**config.mk**
```make
export PLATFORM = sky130hd
export DESIGN_NAME = q4q8_ctrl
export DESIGN_NICKNAME = d
export VERILOG_FILES = /design/src/hdl/q4q8_pkg.sv /design/src/hdl/q4q8_ctrl.sv
export SDC_FILE = /design/constraint.sdc
export NUM_CORES = 1
export LEC_CHECK = 0
export BUFFER_PORTS_ARGS = -buffer_cell sky130_fd_sc_hd__buf_2
export CELL_PAD_IN_SITES_DETAIL_PLACEMENT = 1
export CELL_PAD_IN_SITES_GLOBAL_PLACEMENT = 2
export CORE_AREA = 2 2 43 45
export CTS_CLUSTER_DIAMETER = 40
export DETAILED_ROUTE_END_ITERATION = 8
export DIE_AREA = 0 0 45 47
export GPL_ROUTABILITY_DRIVEN = 1
export HOLD_SLACK_MARGIN = 0.03
export PLACE_DENSITY = 0.62
export REMOVE_ABC_BUFFERS = 1
export SYNTH_ARGS = -nofsm -noshare
export SYNTH_HDL_FRONTEND = slang
export SYNTH_SLANG_ARGS = --single-unit
```
**constraint.sdc**
```tcl
create_clock -name i_clk -period 1.17 [get_ports i_clk]
set_input_delay 0.1755 -clock i_clk [delete_from_list [all_inputs] [get_ports i_clk]]
set_output_delay 0.1755 -clock i_clk [all_outputs]
set_load 0.03 [all_outputs]
```
**src/hdl/q4q8_pkg.sv**
```systemverilog
package q4q8_pkg;

    localparam int unsigned BLOCK_ELEMENTS = 32;
    localparam int unsigned HALF_ELEMS     = BLOCK_ELEMENTS / 2;

    localparam logic [31:0] FP_QNAN     = 32'hFFC0_0000;
    localparam logic [17:0] HALF_BIAS   = 18'h1_C000;
    localparam logic [9:0]  FP_BIAS     = 10'd127;

    // controller to datapath
    typedef struct packed {
        logic load;     // capture the input request
        logic dot_lo;   // low nibbles times acts 0..15
        logic dot_hi;   // high nibbles times acts 16..31
        logic cvt;      // integer sum to fp32
        logic mul;      // mantissa product
        logic sel_act;  // multiply by activation scale, else weight scale
        logic rnd;      // round the product
        logic add;      // align and add to the accumulator
        logic commit;   // normalize, round, update accumulator
    } t_cmd;

    // datapath to controller
    typedef struct packed {
        logic hold;     // last block but the output register is still full and stalled
    } t_sts;

endpackage

```
**src/hdl/q4q8_ctrl.sv**
```systemverilog
module q4q8_ctrl (
    input  logic            i_clk,
    input  logic            i_rst_n,
    input  logic            i_in_valid,
    output logic            o_in_stall,
    input  q4q8_pkg::t_sts  i_sts,
    output q4q8_pkg::t_cmd  o_cmd
);
    import q4q8_pkg::*;

    localparam logic [3:0] S_IDLE = 4'd0;
    localparam logic [3:0] S_DOTL = 4'd1;
    localparam logic [3:0] S_DOTH = 4'd2;
    localparam logic [3:0] S_CVT  = 4'd3;
    localparam logic [3:0] S_MUL1 = 4'd4;
    localparam logic [3:0] S_RND1 = 4'd5;
    localparam logic [3:0] S_MUL2 = 4'd6;
    localparam logic [3:0] S_RND2 = 4'd7;
    localparam logic [3:0] S_ADD  = 4'd8;
    localparam logic [3:0] S_NORM = 4'd9;

    logic [3:0] r_state, n_state;

    always_comb begin
        n_state = r_state;
        o_cmd   = '0;
        unique case (r_state)
            S_IDLE: begin
                if (i_in_valid) begin
                    o_cmd.load = 1'b1;
                    n_state    = S_DOTL;
                end
            end
            S_DOTL: begin
                o_cmd.dot_lo = 1'b1;
                n_state      = S_DOTH;
            end
            S_DOTH: begin
                o_cmd.dot_hi = 1'b1;
                n_state      = S_CVT;
            end
            S_CVT: begin
                o_cmd.cvt = 1'b1;
                n_state   = S_MUL1;
            end
            S_MUL1: begin
                o_cmd.mul = 1'b1;
                n_state   = S_RND1;
            end
            S_RND1: begin
                o_cmd.rnd = 1'b1;
                n_state   = S_MUL2;
            end
            S_MUL2: begin
                o_cmd.mul     = 1'b1;
                o_cmd.sel_act = 1'b1;
                n_state       = S_RND2;
            end
            S_RND2: begin
                o_cmd.rnd = 1'b1;
                n_state   = S_ADD;
            end
            S_ADD: begin
                o_cmd.add = 1'b1;
                n_state   = S_NORM;
            end
            S_NORM: begin
                if (!i_sts.hold) begin
                    o_cmd.commit = 1'b1;
                    n_state      = S_IDLE;
                end
            end
            default: begin
                n_state = S_IDLE;
            end
        endcase
    end

    assign o_in_stall = (r_state != S_IDLE);

    always_ff @(posedge i_clk) begin
        if (!i_rst_n) begin
            r_state <= S_IDLE;
        end else begin
            r_state <= n_state;
        end
    end

    a_accept_starts: assert property (@(posedge i_clk) disable iff (!i_rst_n)
        (r_state == S_IDLE && i_in_valid) |=> (r_state == S_DOTL))
        else $error("accepted request did not start the dot phase");

    a_commit_free: assert property (@(posedge i_clk) disable iff (!i_rst_n)
        o_cmd.commit |-> !i_sts.hold)
        else $error("commit while output register blocked");

    a_norm_done: assert property (@(posedge i_clk) disable iff (!i_rst_n)
        (r_state == S_NORM && !i_sts.hold) |=> (r_state == S_IDLE))
        else $error("normalize step did not finish");

endmodule

```
-- Word-level counts from Yosys, hierarchy flattened
Cells that the tools add are included.
- bits in registers: 4
- input bits: 4
- output and inout port bits: 10
- logic and storage cells: 31
- equal/unequal tests: 11
- multiplexer cells: 14
- reductions and logical operators: 5
- operators with widths (operator ; number):
    4-bit case mux with 10 select lines ; 1
    4-bit by 3-bit equality test with 1-bit output (second input constant) ; 4
    1-bit 2-to-1 mux ; 11
    4-bit by 2-bit equality test with 1-bit output (second input constant) ; 2
    4-bit equality test (second input constant) ; 2
    4-bit 2-to-1 mux ; 2
    4-bit by 1-bit equality test with 1-bit output (second input constant) ; 1
    4-bit logical NOT ; 1
    2-bit inequality test (second input constant) ; 2
    4-bit nonzero test ; 1
    2-bit OR reduction ; 2
    2-bit AND reduction ; 1

-- Depth between registers and ports, before layout
Gate-level depths: netlist (run 1).
- depth in word-level cells: 3
- gate-level depth with buffers: 4
- mapped depth without buffers: 3

-- Worst setup path after synthesis (run 1)
OpenSTA, ideal clock, no wires.
- path kind: register to output
- start point: reg r_state[2]
- end point: out o_cmd[6] (netlist name)
- arrival time: 1.315 ns
- data required time: 0.995 ns
- slack: -0.321 ns
- cell stages (with the launch flop): 4
- buffers on the path: 1
- path through: dfxtp_1 -> buf_2 -> or2b_1 -> nor3_1
- RTL lines (element ; line ; RTL):
    start: declaration ; q4q8_ctrl.sv:22 ; logic [3:0] r_state, n_state;
    start signal: assignment ; q4q8_ctrl.sv:85 ; r_state <= n_state;
    end: declaration ; q4q8_ctrl.sv:7 ; output q4q8_pkg::t_cmd o_cmd

-- Worst setup path after layout (run 1)
- start point: reg r_state[0]
- end point: out o_in_stall
- word-level cells in the longest chain between the ends: 1
- RTL lines (element ; line ; RTL):
    4-bit nonzero test ; q4q8_ctrl.sv:79 ; assign o_in_stall = (r_state != S_IDLE);
    end: declaration ; q4q8_ctrl.sv:5 ; output logic o_in_stall,
No other way between the ends.

==> impl_metrics.py, run 1 <==
metrics = {
    "grt": {
        "antenna_found_initial": 0,
        "overflow": 0,
        "first_global_vias": 349,
        "track_usage_pct": 9.08,
        "grt_max_degree": 9,
        "grt_pass1_wl_microns": 1410,
    },
    "synthesis": {
        "yosys.area_share.simple_pct": 45.1,
        "ys_seq_area_share_pct": 28.6,
        "synth_area_leaders": "dfxtp_1 29%, nor2_1 11%, nand2_1 6.7%",
        "synth_seq_cells": 4,
        "yosys.area.top_type": "dfxtp_1",
        "synthDistinctLibCells": 21,
        "ys_warn_count": 0,
        "syn-cell-area_sq_um": 280,
        "synth_fa_ha_area_share_pct": 0,
        "synth_xor_area_share_pct": 6.25,
        "synth_compound_area_share_pct": 11.2,
        "synth_top_family_by_area": "simple AND/OR/NAND/NOR gates",
        "yosysTopAreaCellShare_pct": 28.6,
        "synthMuxAreaShare_pct": 0,
        "syn_inst": 39,
        "syn_avg_cell_area_sq_um": 7.19,
    },
    "floorplan": {
        "die_area_sq_um": 2120,
        "core_sq_um": 1650,
        "num_io_pins": 14,
        "die-width_microns": 45,
        "row_count": 15,
        "die_h_microns": 47,
        "initial_core_util_pct": 17.0,
    },
    "setup_path": {
        "critPathCaptureType": "output pin",
        "critPathArrivalTime_ns": 1.23,
        "critPathLaunch": "r_state[0]",
        "worstPathRequired_ns": 0.99,
        "setup.worst_path.class": "flop to output pin",
        "crit_fanout": 2,
        "reg2reg_from": "r_state[0]",
        "start_kind": "flop",
    },
    "power_and_ir_drop": {
        "p_leak_nw": 0.266,
        "p_sw_uw": 388,
        "p_int_uw": 578,
        "powerDensity_nw_per_um2": 1690,
        "combPwrFrac_pct": 63.3,
        "clkPwrFrac_pct": 17.0,
        "seq_power_share_pct": 19.7,
        "total_power_uw": 965,
        "switching_share_pct": 40.1,
        "vdd_drop_max_mv": 0.737,
    },
    "cts": {
        "clockBufferDepth": 2,
        "cts_tree": "yes",
        "cts_inserted_buffers": 3,
        "clk_pin_slew_ns": 0.03,
        "cts_max_level": 1,
        "worstSkewPairLatency_ns": 0.23,
        "cts_root_buf": "clkbuf_4",
        "cts_sinks": 4,
        "hold_buffers": 0,
    },
    "placed_design": {
        "place_hpwl_microns": 671,
        "io_buffers": 13,
        "placed_area_sq_um": 405,
        "place_congestion": 0.730,
    },
    "routing": {
        "drt_first_pass_iters": 2,
        "drt-initial-drc-count": 1,
        "ant_nets": 0,
        "num_vias": 348,
        "drc_errors": 0,
        "post_drt_wl_per_cell_microns": 11.4,
        "drt_wl_total_microns": 921,
        "viasPerCell": 4.30,
    },
    "timing": {
        "max_freq_ghz": 0.711,
        "tightest_slew_ns": 0.148,
        "fin_ws_ns": -0.236,
        "period_needed_ns": 1.41,
        "hold_viol": 0,
        "relSlewSlack_pct": 90.0,
        "post-route-period-util_pct": 120,
        "fin_hold_ws_ns": 0.203,
        "fin_worst_skew_ns": 0.000391,
        "setup_viol": 10,
        "rsz0062_at_grt": "yes",
        "final_max_slew_viol_count": 0,
    },
    "cells_and_area": {
        "area_delta_synth_final_pct": 104,
        "fin_nets": 70,
        "largest_register_ffs": 4,
        "fin_util_pct": 34.5,
        "mostFrequentLayoutCell": "buf_4",
        "design_area_sq_um": 571,
        "drive_gt1_share_pct": 68.8,
        "top_register": "r_state",
        "largestRegisters": "r_state x4",
        "diodes": 0,
        "layout_common_cells": "15 x buf_4, 7 x buf_6, 6 x nor2_1",
    },
    "worst_hold_path": {
        "min_path_type": "input pin to flop",
        "worstHoldStart": "i_rst_n",
    },
    "run_status": {
        "status": "finished, violations left",
        "violations": "setup timing",
    },
    "run": {
        "max-cap-violations": 0,
    },
}
## stage by stage
stage	TNS, ns	setup slack (ns)	std cells
floorplan	-0.987	-0.346	36
global placement	-0.0506	-0.0332	74
detailed placement	-0.0957	-0.0496	74
CTS	-1.51	-0.251	81
global route	-1.67	-0.258	81
finish	-1.26	-0.236	81
## final cells by class
class	instances	area [sq um]
multi-input cells	31	229
repair buffers	25	206
well taps	17	21.3
fillers	213	1080
clock buffers	3	22.5
flip-flops and latches	4	87.6
inverters	1	3.75
## cells in the mapped netlist
library cell and n:
buf_2 2, and3_1 2, inv_1 1, buf_6 1, dfxtp_1 4, o21ai_0 1
xnor2_1 1, nand2_1 5, or2b_1 1, o2111a_1 1, nand3_1 1, nor2_1 8
or4_4 1, and3_2 1, o21ai_2 1, a31oi_1 1, and2_1 1, nand4_1 1
xor2_1 1, nand2b_1 1, nor3_1 3
## kinds of logic after synthesis
group / count (synthesis)
compound gates: 4
xor+xnor: 2
buf+inv: 4
flops: 4
simple gates: 25
## critical path: stages (launching register included)
cell and delay (ns):
dfxtp_1 0.30, or4_4 0.54, buf_6 0.16
## final timing paths
check / to / slack [ns] / cells past startpoint
hold reg to reg: r_state[3] / 0.56 / 2
setup / recovery: o_in_stall / -0.24 / 2
hold / removal: r_state[3] / 0.20 / 3
setup reg to reg: r_state[3] / 0.03 / 3
## routing by layer
layer,up-vias,track usage (%),part of all wire [%]
met5,-,0,0
met4,0,5.29,0
met3,0,0,3.5
met2,6,15.1,53
met1,162,12.0,43
li1,180,-,-
## power by group through the flow
stage / clock network, mW / logic (mW) / registers [mW]
floorplan: 0 / 0.253 / 0.205
global placement: 0 / 0.445 / 0.187
detailed placement: 0 / 0.446 / 0.188
CTS: 0.174 / 0.604 / 0.189
global route: 0.172 / 0.654 / 0.193
finish: 0.164 / 0.611 / 0.190
## what timing repair did
action                     4_1_cts  5_1_grt
pin swaps                        2        6
buffers inserted                 4        0
resized for setup               30        5
setup endpoints to repair       10       12
Note: power is estimated with default switching activity, not from simulation.
==> inputs of run 2 (changes only) <==
==> constraint.sdc (replaced) <==
create_clock -name i_clk -period 1.17 [get_ports i_clk]
set_input_delay 0.234 -clock i_clk [delete_from_list [all_inputs] [get_ports i_clk]]
set_output_delay 0.234 -clock i_clk [all_outputs]
set_load 0.03 [all_outputs]
==> impl_metrics.py, run 2 (synthesized netlist as in run 1, its figures left out) <==
metrics = {
    "cells_and_area": {
        "drive_gt1_share_pct": 74.6,
        "design_area_sq_um": 619,
        "area_delta_synth_final_pct": 121,
        "mostFrequentLayoutCell": "buf_6",
        "largest_register_ffs": 4,
        "fin_cells": 84,
        "layout_common_cells": "14 x buf_6, 11 x buf_4",
        "fin_nets": 73,
        "top_register": "r_state",
        "diodes": 0,
        "largestRegisters": "r_state x4",
    },
    "setup_path": {
        "cpPeakStageDelay_ns": 0.54,
        "r2r-end": "r_state[3]",
        "reg2reg_from": "r_state[0]",
        "start_kind": "flop",
        "critPathCaptureType": "output pin",
        "critPathCapture": "o_in_stall",
        "critPathLaunch": "r_state[0]",
        "worstPathRequired_ns": 0.94,
        "critPathSlowestCell": "or4_4",
        "r2r_cells": 5,
        "crit_chain": "or4_4 -> buf_6",
        "crit_fanout": 2,
        "r2r_slack_ns": -0.22,
        "setup.worst_path.class": "flop to output pin",
        "critPathArrivalTime_ns": 1.23,
    },
    "timing": {
        "hold_viol": 0,
        "setup_viol": 11,
        "fin_ws_ns": -0.292,
        "max_freq_ghz": 0.684,
        "tightest_slew_ns": 0.176,
        "final_max_slew_viol_count": 0,
        "period_needed_ns": 1.46,
        "relSlewSlack_pct": 88.1,
        "fin_worst_skew_ns": 0.00251,
        "post-route-period-util_pct": 125,
        "rsz0062_at_grt": "yes",
    },
    "floorplan": {
        "core_sq_um": 1650,
        "die_h_microns": 47,
        "initial_core_util_pct": 17.0,
        "num_io_pins": 14,
        "row_count": 15,
        "die_area_sq_um": 2120,
        "die-width_microns": 45,
    },
    "cts": {
        "clk_pin_slew_ns": 0.03,
        "cts_root_buf": "clkbuf_4",
        "worstSkewPairLatency_ns": 0.23,
        "cts_inserted_buffers": 3,
        "cts_tree": "yes",
        "cts_max_level": 1,
        "clockBufferDepth": 2,
        "cts_sinks": 4,
    },
    "placed_design": {
        "dp.cells": 76,
        "io_buffers": 13,
        "place_hpwl_microns": 686,
        "placed_area_sq_um": 420,
        "place_congestion": 0.716,
    },
    "grt": {
        "overflow": 0,
        "track_usage_pct": 10.8,
        "antenna_found_initial": 0,
        "grt_pass1_wl_microns": 1550,
        "grt_max_degree": 9,
        "first_global_vias": 361,
    },
    "run_status": {
        "violations": "setup timing",
        "status": "finished, violations left",
    },
    "routing": {
        "drt_first_pass_iters": 2,
        "ant_nets": 0,
        "num_vias": 378,
        "drc_errors": 0,
        "post_drt_wl_per_cell_microns": 12.2,
        "viasPerCell": 4.50,
        "drt-initial-drc-count": 2,
        "drt_wl_total_microns": 1020,
    },
    "power_and_ir_drop": {
        "powerDensity_nw_per_um2": 1730,
        "total_power_mw": 1.07,
        "p_leak_nw": 0.282,
        "vdd_drop_max_mv": 0.918,
    },
    "worst_hold_path": {
        "min_path_type": "input pin to flop",
    },
    "run": {
        "max-cap-violations": 0,
    },
}
-- run 2: cell count changes in the layout (fill, tap and decap cells not counted), sizes merged --
cell / change
buf: +3
-- run 2: final cells by class --
cell class / instances / area (sq um)
Clock buffer: 3 / 22.5
Fill cell: 200 / 1030
Inverter: 1 / 3.75
Multi-Input combinational cell: 31 / 226
Sequential cell: 4 / 90.1
Tap cell: 17 / 21.3
Timing Repair Buffer: 28 / 255
-- run 2: critical path, delay by kind of cell, from the launching register on --
family	cells	cell delay (ns)
buf+inv	1	0.16
simple gates	1	0.54
flops	1	0.31
-- run 2: power by group --
part | switching (mW) | internal, mW | total [mW]
Sequential | 0.0222 | 0.168 | 0.190
Clock | 0.0486 | 0.114 | 0.163
Combinational | 0.346 | 0.371 | 0.717
-- run 2: metrics by stage --
stage / setup WS, ns / hold WS [ns] / TNS [ns] / util [%]
floorplan: -0.404 / 0.345 / -1.33 / -
global placement: -0.0910 / 0.495 / -0.321 / 25.5
detailed placement: -0.100 / 0.499 / -0.413 / 25.5
CTS: -0.302 / 0.246 / -2.25 / 34.5
global route: -0.327 / 0.263 / -2.76 / 37.5
finish: -0.292 / 0.261 / -2.06 / 37.5
-- run 2: how the worst min path moves through the flow --
| stage | from | to | cells past startpoint |
|---|---|---|---|
| final | i_rst_n | r_state[3] | 3 |
| after global routing | i_rst_n | r_state[3] | 3 |
| after CTS | i_rst_n | r_state[3] | 3 |
| after detailed placement | i_rst_n | r_state[3] | 3 |
| after global placement | i_rst_n | r_state[3] | 3 |
| after floorplan | i_rst_n | r_state[3] | 2 |
-- run 2: repair_timing --
action                     CTS  global route
gates resized for setup     33            13
hold buffers                 0             0
setup buffers                4             2
setup endpoints to repair   11            11
pin swaps                    2             4
-- run 2: metal layers --
metal	vias up	part of all wire, %	global-route usage, %
li1	192	-	-
met1	178	40	11.7
met2	6	57	18.3
met3	2	2.3	2.31
met4	0	0.98	8.82
met5	-	0	0
==> inputs of run 3 (changes only) <==
- CORE_AREA: 2 2 43 45 -> 2 2 41 43
- DIE_AREA: 0 0 45 47 -> 0 0 43 45
- PLACE_DENSITY: 0.62 -> 0.65
- SKIP_CTS_REPAIR_TIMING: not set -> 1
- clock period: 1.17 -> 1.5 ns (I/O delays scaled with it)
==> impl_metrics.py, run 3 (synthesized netlist as in run 1, its figures left out) <==
metrics = {
    "setup_path": {
        "r2r_slack_ns": 0.35,
        "worstPathRequired_ns": 1.20,
        "r2r_cells": 3,
        "start_kind": "flop",
        "setup.worst_path.class": "flop to output pin",
        "critPathCaptureType": "output pin",
        "critPathLaunch": "r_state[3]",
        "critPathArrivalTime_ns": 1.24,
        "crit_fanout": 3,
        "r2r-end": "r_state[3]",
        "critPathCapture": "o_in_stall",
        "reg2reg_from": "r_state[3]",
    },
    "routing": {
        "post_drt_wl_per_cell_microns": 11.4,
        "wl_met1_microns": 362,
        "drt_first_pass_iters": 3,
        "top_layer": "met3",
        "drc_errors": 0,
        "drt-initial-drc-count": 1,
        "wl_met3_microns": 32,
        "ant_nets": 0,
        "drt_wl_total_microns": 822,
        "num_vias": 330,
        "wl_met2_microns": 427,
        "viasPerCell": 4.58,
    },
    "timing": {
        "setup_viol": 1,
        "tightest_slew_ns": 0.176,
        "period_needed_ns": 1.54,
        "post-route-period-util_pct": 102,
        "fin_hold_ws_ns": 0.323,
        "hold_viol": 0,
        "fin_worst_skew_ns": 0.00320,
        "max_freq_ghz": 0.651,
        "fin_ws_ns": -0.0358,
        "final_max_slew_viol_count": 0,
        "setup_tns_ns": -0.0358,
        "rsz0062_at_grt": "yes",
        "relSlewSlack_pct": 88.2,
    },
    "worst_hold_path": {
        "min_path_type": "input pin to flop",
    },
    "floorplan": {
        "die_h_microns": 45,
        "die_area_sq_um": 1940,
        "row_count": 14,
        "core_sq_um": 1470,
        "die-width_microns": 43,
        "initial_core_util_pct": 19.0,
        "num_io_pins": 14,
    },
    "power_and_ir_drop": {
        "switching_share_pct": 41.6,
        "vdd_drop_max_mv": 0.532,
        "p_int_uw": 379,
        "powerDensity_nw_per_um2": 1460,
        "p_leak_nw": 0.210,
        "seq_power_share_pct": 23.2,
        "combPwrFrac_pct": 57.0,
        "p_sw_uw": 270,
        "clkPwrFrac_pct": 19.8,
    },
    "cts": {
        "cts_root_buf": "clkbuf_4",
        "clockBufferDepth": 2,
        "clk_pin_slew_ns": 0.04,
        "cts_tree": "yes",
        "cts_max_level": 1,
        "cts_inserted_buffers": 3,
        "worstSkewPairLatency_ns": 0.23,
        "cts_sinks": 4,
    },
    "grt": {
        "grt_pass1_wl_microns": 1270,
        "first_global_vias": 310,
        "overflow": 0,
        "track_usage_pct": 8.91,
        "antenna_found_initial": 0,
        "grt_max_degree": 12,
    },
    "placed_design": {
        "dp.cells": 68,
        "io_buffers": 13,
        "place_hpwl_microns": 580,
        "pre_cts_ws_ns": 0.120,
        "place_congestion": 0.678,
    },
    "run_status": {
        "status": "finished, violations left",
        "violations": "setup timing",
    },
    "cells_and_area": {
        "fin_cells": 72,
        "layout_common_cells": "7 x nor2_1, 6 x clkbuf_4, 6 x buf_2, 5 x nand2_1, 5 x buf_4",
        "largest_register_ffs": 4,
        "diodes": 0,
        "drive_gt1_share_pct": 51.8,
        "area_delta_synth_final_pct": 58.9,
        "fin_nets": 62,
        "largestRegisters": "r_state x4",
        "mostFrequentLayoutCell": "nor2_1",
        "top_register": "r_state",
    },
    "run": {
        "max-cap-violations": 0,
    },
}
## run 3: power groups by stage
stage	registers (mW)	logic (mW)	clock network [mW]
2_1_floorplan	0.160	0.197	0
3_3_place_gp	0.152	0.307	0
3_5_place_dp	0.153	0.303	0
4_1_cts	0.152	0.304	0.136
5_1_grt	0.155	0.401	0.151
6_report	0.150	0.370	0.129
## run 3: worst min path at each step
stage            start          to  slack, ns  depth (start not counted)
6_report       i_rst_n  r_state[3]       0.32                          3
3_5_place_dp   i_rst_n  r_state[3]       0.57                          3
4_1_cts        i_rst_n  r_state[3]       0.32                          3
2_1_floorplan  i_rst_n  r_state[3]       0.41                          2
3_3_place_gp   i_rst_n  r_state[3]       0.57                          3
5_1_grt        i_rst_n  r_state[3]       0.31                          3
## run 3: metal layers
layer	vias to the layer above	GRT usage (%)
li1	170	-
met1	154	10.7
met2	6	12.7
met3	0	3.20
met4	0	7.27
met5	-	0
## run 3: area by class of cell
| cell class | instances | area (sq um) |
|---|---|---|
| Clock buffer | 3 | 22.5 |
| Multi-Input combinational cell | 31 | 193 |
| Inverter | 1 | 3.75 |
| Fill cell | 203 | 1030 |
| Sequential cell | 4 | 88.8 |
| Timing Repair Buffer | 17 | 118 |
| Tap cell | 16 | 20.0 |
## run 3: worst max-delay path, stage by stage, from the launching register on
cell and delay (ns):
dfxtp_2 0.32, or4_4 0.53, buf_6 0.16
## run 3: per-stage QoR
stage | total power, mW | instance area, sq um | util (%)
after floorplan | 0.358 | 259 | -
after global placement | 0.459 | 367 | 24.9
after detailed placement | 0.456 | 367 | 24.9
after CTS | 0.591 | 389 | 26.4
after global routing | 0.707 | 445 | 30.3
final | 0.649 | 445 | 30.3
